[src/design/flpc_pkg.sv]
package flpc_pkg;

  // Field and register widths
  localparam int DATA_W          = 32;
  localparam int HIST_W          = 16;
  localparam int COEF_W          = 16;
  localparam int CFG_W           = 64;
  localparam int CFG_IDX_W       = 3;
  localparam int REG_W           = 5;
  localparam int NUM_COEFS       = 16;
  localparam int COEFS_PER_GROUP = CFG_W / COEF_W;
  localparam int NUM_GROUPS      = NUM_COEFS / COEFS_PER_GROUP;

  // Configuration register indexes
  localparam logic [CFG_IDX_W-1:0] REG_COEF_GROUP_0    = 3'd0;
  localparam logic [CFG_IDX_W-1:0] REG_COEF_GROUP_1    = 3'd1;
  localparam logic [CFG_IDX_W-1:0] REG_COEF_GROUP_2    = 3'd2;
  localparam logic [CFG_IDX_W-1:0] REG_COEF_GROUP_3    = 3'd3;
  localparam logic [CFG_IDX_W-1:0] REG_PREDICTOR_ORDER = 3'd4;
  localparam logic [CFG_IDX_W-1:0] REG_QUANT_SHIFT     = 3'd5;

  // Order after reset
  localparam logic [REG_W-1:0] ORDER_RESET = 5'd2;

  // Control shared by every cell of the chain
  typedef struct packed {
    logic clear;       // zero partial sum, load static coefficient
    logic shift_coef;  // move coefficients one cell toward the head
    logic push;        // push a sample into history and partial sums
  } cell_ctrl_t;

endpackage

[src/design/flpc_cell.sv]
module flpc_cell (
  input  logic                                clk,
  input  logic                                rst,
  input  flpc_pkg::cell_ctrl_t                ctrl,
  input  logic signed [flpc_pkg::COEF_W-1:0]  coef_load,
  input  logic signed [flpc_pkg::COEF_W-1:0]  coef_in,
  output logic signed [flpc_pkg::COEF_W-1:0]  coef_out,
  input  logic signed [flpc_pkg::HIST_W-1:0]  sample,
  input  logic signed [flpc_pkg::HIST_W-1:0]  hist_in,
  output logic signed [flpc_pkg::HIST_W-1:0]  hist_out,
  input  logic signed [flpc_pkg::DATA_W-1:0]  psum_in,
  output logic signed [flpc_pkg::DATA_W-1:0]  psum_out
);
  import flpc_pkg::*;

  logic signed [COEF_W-1:0] coef;
  logic signed [HIST_W-1:0] hist;
  logic signed [DATA_W-1:0] psum;
  logic signed [DATA_W-1:0] prod;

  // 16x16 signed product of this tap with the sample being pushed
  assign prod = coef * sample;

  // Coefficient, history tap and transposed partial sum
  always_ff @(posedge clk) begin
    if (rst) begin
      coef <= '0;
      hist <= '0;
      psum <= '0;
    end else if (ctrl.clear) begin
      coef <= coef_load;
      psum <= '0;
    end else if (ctrl.shift_coef) begin
      coef <= coef_in;
    end else if (ctrl.push) begin
      hist <= hist_in;
      psum <= psum_in + prod;
    end
  end

  assign coef_out = coef;
  assign hist_out = hist;
  assign psum_out = psum;

endmodule
[config.mk]
export PLATFORM = sky130hd
export DESIGN_NAME = flpc_cell
export DESIGN_NICKNAME = d
export VERILOG_FILES = /design/src/design/flpc_pkg.sv /design/src/design/flpc_cell.sv
export SDC_FILE = /design/constraint.sdc
export NUM_CORES = 1
export LEC_CHECK = 0
export BUFFER_PORTS_ARGS = -buffer_cell sky130_fd_sc_hd__buf_2
export CAP_MARGIN = 20
export CORE_MARGIN = 4
export CORE_UTILIZATION = 25
export DETAILED_ROUTE_END_ITERATION = 8
export GPL_TIMING_DRIVEN = 1
export SLEW_MARGIN = 20
export SYNTH_ARGS = -nofsm -noshare
export SYNTH_HDL_FRONTEND = slang
export SYNTH_SLANG_ARGS = --single-unit
[constraint.sdc]
create_clock -name clk -period 15.55 [get_ports clk]
set_input_delay 0 -clock clk [delete_from_list [all_inputs] [get_ports clk]]
set_output_delay 0 -clock clk [all_outputs]
set_load 0.03 [all_outputs]
---- Yosys cells after proc, flatten, opt, wreduce, memory -nomap -nowiden ----
Cells that the tools add are included.
Widths: inputs -> output; s select.
word-level totals
  register bits ........................... 64
  input port bits ......................... 101
  output and inout bits ................... 64
  word-level logic and storage cells ...... 13
cells by class
  multiply operators ...................... 1
  add/sub/neg operators ................... 1
  reductions and logical operators ........ 4
  bitwise gates (word level) .............. 2
  muxes and demuxes ....................... 2
operator list
  cell               count
  $add 32x32->32     1
  $mul 16x16->32     1
  $mux 16            2
  $reduce_and 3->1   1
  $not 1->1          2
  $reduce_and 2->1   1
  $reduce_bool 2->1  1
  $reduce_or 2->1    1

---- Logic depth before layout (Yosys ltp) ----
  depth after elaboration ................. 2
  depth in mapped cells ................... 24
  gate-level depth less buffers ........... 23

---- Worst setup path after synthesis ----
No wires, ideal clock.
  path kind ............................... register -> register
  start point ............................. register coef[15], in the netlist coef_out[15]
  end point ............................... register psum[31], in the netlist psum_out[31]
  stages on the path, launching flop included .. 23
  library setup time ...................... 0.124 ns
  slack ................................... 9.412 ns
  data required time ...................... 15.426 ns
  path buffers ............................ 1
  period minus slack after synthesis ...... 6.138 ns
  arrival ................................. 6.014 ns
  path through ............................ dfxtp_1 > clkbuf_1 > nand2_1 > inv_1 > fa_1 > inv_1 > fa_1 > inv_1 > fa_1 > fa_1 > fa_1 > inv_1 > fa_1 > inv_1 > ha_1 > and4_1 > and3_1 > nor3b_1 > o21ai_1 > a21oi_1 > o211ai_1 > a211oi_1 > nor3_1
between the ends
  cells in the longest elaborated chain, start to end .. 2
RTL lines
  what                    RTL line         source
  from (decl)             flpc_cell.sv:16  logic signed [COEF_W-1:0] coef;
  from (signal assigned)  flpc_cell.sv:31  coef <= coef_load;
  from (signal assigned)  flpc_cell.sv:34  coef <= coef_in;
  $mul 16x16->32          flpc_cell.sv:22  assign prod = coef * sample;
  $add 32x32->32          flpc_cell.sv:37  psum <= psum_in + prod;
  to (signal assigned)    flpc_cell.sv:37
  to (decl)               flpc_cell.sv:18  logic signed [DATA_W-1:0] psum;
Every way passes these cells.
A chain may end at the register's enable or synchronous reset.

---- Final worst setup path ----
  start point ............................. register coef[11], in the netlist coef_out[11]
  end point ............................... register psum[24], in the netlist psum_out[24]
Same word-level chain as after synthesis.

==> results.yml <==
status:
  run_status: "finished clean"
synthesis:
  ys.flop_type: "dfxtp_1"
  synth_fp_nets: 1964
  synth_top_family_by_area: "adder cells"
  yosys-top-cells-count: "339 x inv_1, 292 x fa_1, 209 x nand2_1"
  async_flop_share: 0
  synth_cell_types: 56
  synthTopCellsByArea: "fa_1 44%, dfxtp_1 9.7%, inv_1 9.6%"
  synthMuxAreaShare: 0.0151
  yosys.area_share.simple: 0.156
  synth_compound_area_frac: 0.0635
  ys_ff_latch: 64
  synthAdderAreaFrac: 0.534
  synth_area_sq_um: 13200
  yosys_warnings: 0
  synth_top_area_share: 0.442
  yosys.area.top_type: "fa_1"
  ys_seq_area_frac: 0.0968
  yosysMostFrequentCell: "inv_1"
  synth_cells: 1473
  synth_edf_count: 0
  synth-xor-area-share: 0.0205
  avgSynthCellArea_sq_um: 8.99
die:
  rows: 84
  dieArea_sq_um: 56700
  initial_core_util: 0.252
  chipWidth_um: 238
  die_h_um: 238
  io_pins: 165
  core_area_sq_um: 52400
clock_tree:
  cts_resized: 0
  clk_path_buf_depth: 2
  cts_buffers: 9
  cts_setup_buffers: 0
  clk_latency_ns: 0.33
  hold_buffers: 31
  cts_tree: "built"
  cts.clk_slew.worst_paths_ns: 0.06
  htree_levels: 3
  cts_root_buf: "clkbuf_16"
  cts_num_sinks: 64
finish:
  fin_util: 0.292
  nNetsFinal: 2119
  area_growth_pct: 15.8
  final_cell_area_sq_um: 15300
  drive_gt1_frac: 0.118
  final_cells: 2324
global_route:
  first_global_vias: 11628
  overflow: 0
  grt_antenna_before_repair: 4
  grt_max_degree: 36
  grt_pass1_wl_um: 63700
  grt_usage: 0.142
min_path:
  hold_path_class: "in -> reg"
worst_setup_path:
  crit_fanout: 18
  cp-start-kind: "flop"
  crit_buf_inv: 3
  crit_path_end_kind: "flop"
  crit_arrival_ns: 6.93
  slowest_stage: "dfxtp_1"
  worstSetupPathType: "reg -> reg"
  crit_top_cell: "fa_1"
  required_ns: 15.74
  slowest_delay_ns: 0.97
  crit_family: "adder cells"
  worstPathCellList: "nand2_1, fa_1, fa_1, fa_1, inv_1, fa_1, fa_1, inv_1, fa_1, inv_1, ha_1, and3_1, nand4_1, and3b_1, nor3_1, o21ai_0, nand3_1, mux2i_1, a21oi_1"
sta:
  worst_slew_pin_slew_ns: 0.991
  setup_tns_ns: 0
  finalSetupViolCount: 0
  rsz0062_at_grt: "false"
  setup_slack_ns: 8.81
  max_freq_mhz: 148
  slew_violations: 0
  fin_crit_sh: 0.434
  finClkSkew_ns: 0.00685
  period_needed_ns: 6.74
  final_hold_viol_count: 0
  slew_headroom: 0.338
pwr:
  leakage_nw: 7.78
  power_density_nw_per_um2: 180
  irDropWorstVdd_mv: 0.185
drt:
  num_vias: 10366
  routed_wl_um: 39500
  drt-wirelength-per-cell_um: 17.0
  viasPerCell: 4.46
  drtIter0Drc: 543
  drc_errors: 0
  ant_nets: 0
  drt_first_pass_iters: 5
placement:
  globalplace.congestion: 0.905
  portBuffers: 164
  placed_cell_area_sq_um: 14700
  dp.cells: 2274
  dp_hpwl_um: 32300
  post-place-ws_ns: 8.92
job:
  drv_cap: 0
[registers in the layout, summed over array words and instances (netlist names)]
signal	count
psum_out	32
coef_out	16
hist_out	16
[routing by layer]
layer,vias to the layer above,GRT usage,part of all wire
li1,4694,-,-
met1,5279,0.181,0.41
met2,316,0.251,0.50
met3,77,0.0227,0.059
met4,0,0.0378,0.029
met5,-,0,0
[worst reg2reg max path, cell delays in order (launching register included)]
cell,delay (ns)
dfxtp_1,0.97
nand2_1,0.21
fa_1,0.57
fa_1,0.51
fa_1,0.51
inv_1,0.05
fa_1,0.48
fa_1,0.49
inv_1,0.05
fa_1,0.47
inv_1,0.04
ha_1,0.33
and3_1,0.23
nand4_1,0.10
and3b_1,0.21
nor3_1,0.56
o21ai_0,0.34
nand3_1,0.18
mux2i_1,0.21
a21oi_1,0.08
[area by class of cell]
cell class | count | area, sq um
tap | 688 | 861
inverter | 339 | 1270
timing repair buffer | 198 | 1150
antenna | 3 | 7.51
fill | 5535 | 37100
clock buffer | 13 | 260
multi-input combinational | 1016 | 10500
clock inverter | 3 | 40.0
sequential | 64 | 1280
[metrics by stage]
step	hold WS [ns]	power, mW
floorplan	0.136	1.99
finish	0.0224	2.77
CTS	0.0243	2.78
global route	0.0268	3.11
detailed placement	0.237	2.54
global placement	0.232	2.54
[where the power goes]
group          leakage (nW)  switching [mW]  internal (mW)  total [mW]
Sequential            0.522          0.0369          0.193       0.230
Clock                 0.150          0.0742          0.132       0.207
Combinational          7.11            1.38          0.953        2.33
[logic make-up after synthesis]
| kind of cell | Yosys count |
|---|---|
| simple gates | 439 |
| compound gates | 136 |
| flops | 64 |
| mux | 20 |
| xor+xnor | 31 |
| fa+ha+maj | 390 |
| buf+inv | 393 |
[path summary, 6_finish.rpt]
check	from	end	slack, ns	cells after the start
setup / recovery	coef_out[11]	psum_out[24]	8.81	19
hold / removal	coef_load[6]	coef_out[6]	0.02	3
setup reg to reg	coef_out[11]	psum_out[24]	8.81	19
hold reg to reg	psum_out[27]	psum_out[27]	0.45	2
[placed cells by master, fill, tap and decap left out, types with 3 or more instances in the layout]
cell and count:
a211oi_1 4, a21o_1 7, a21oi_1 76, a22o_1 3, a31oi_1 3, and2_1 122
and4_1 3, buf_2 164, buf_4 3, clkbuf_16 9, dfxtp_1 64, diode_2 3
dlygate4sd3_1 31, fa_1 292, ha_1 98, inv_1 339, mux2i_1 20, nand2_1 209
nand2b_1 8, nand3_1 10, nor2_1 61, nor3_1 7, o211ai_1 6, o21ai_0 8
o21ai_1 3, o21bai_1 4, or3_1 3, xnor2_1 23, xor2_1 8
(Power assumes the default switching activity.)
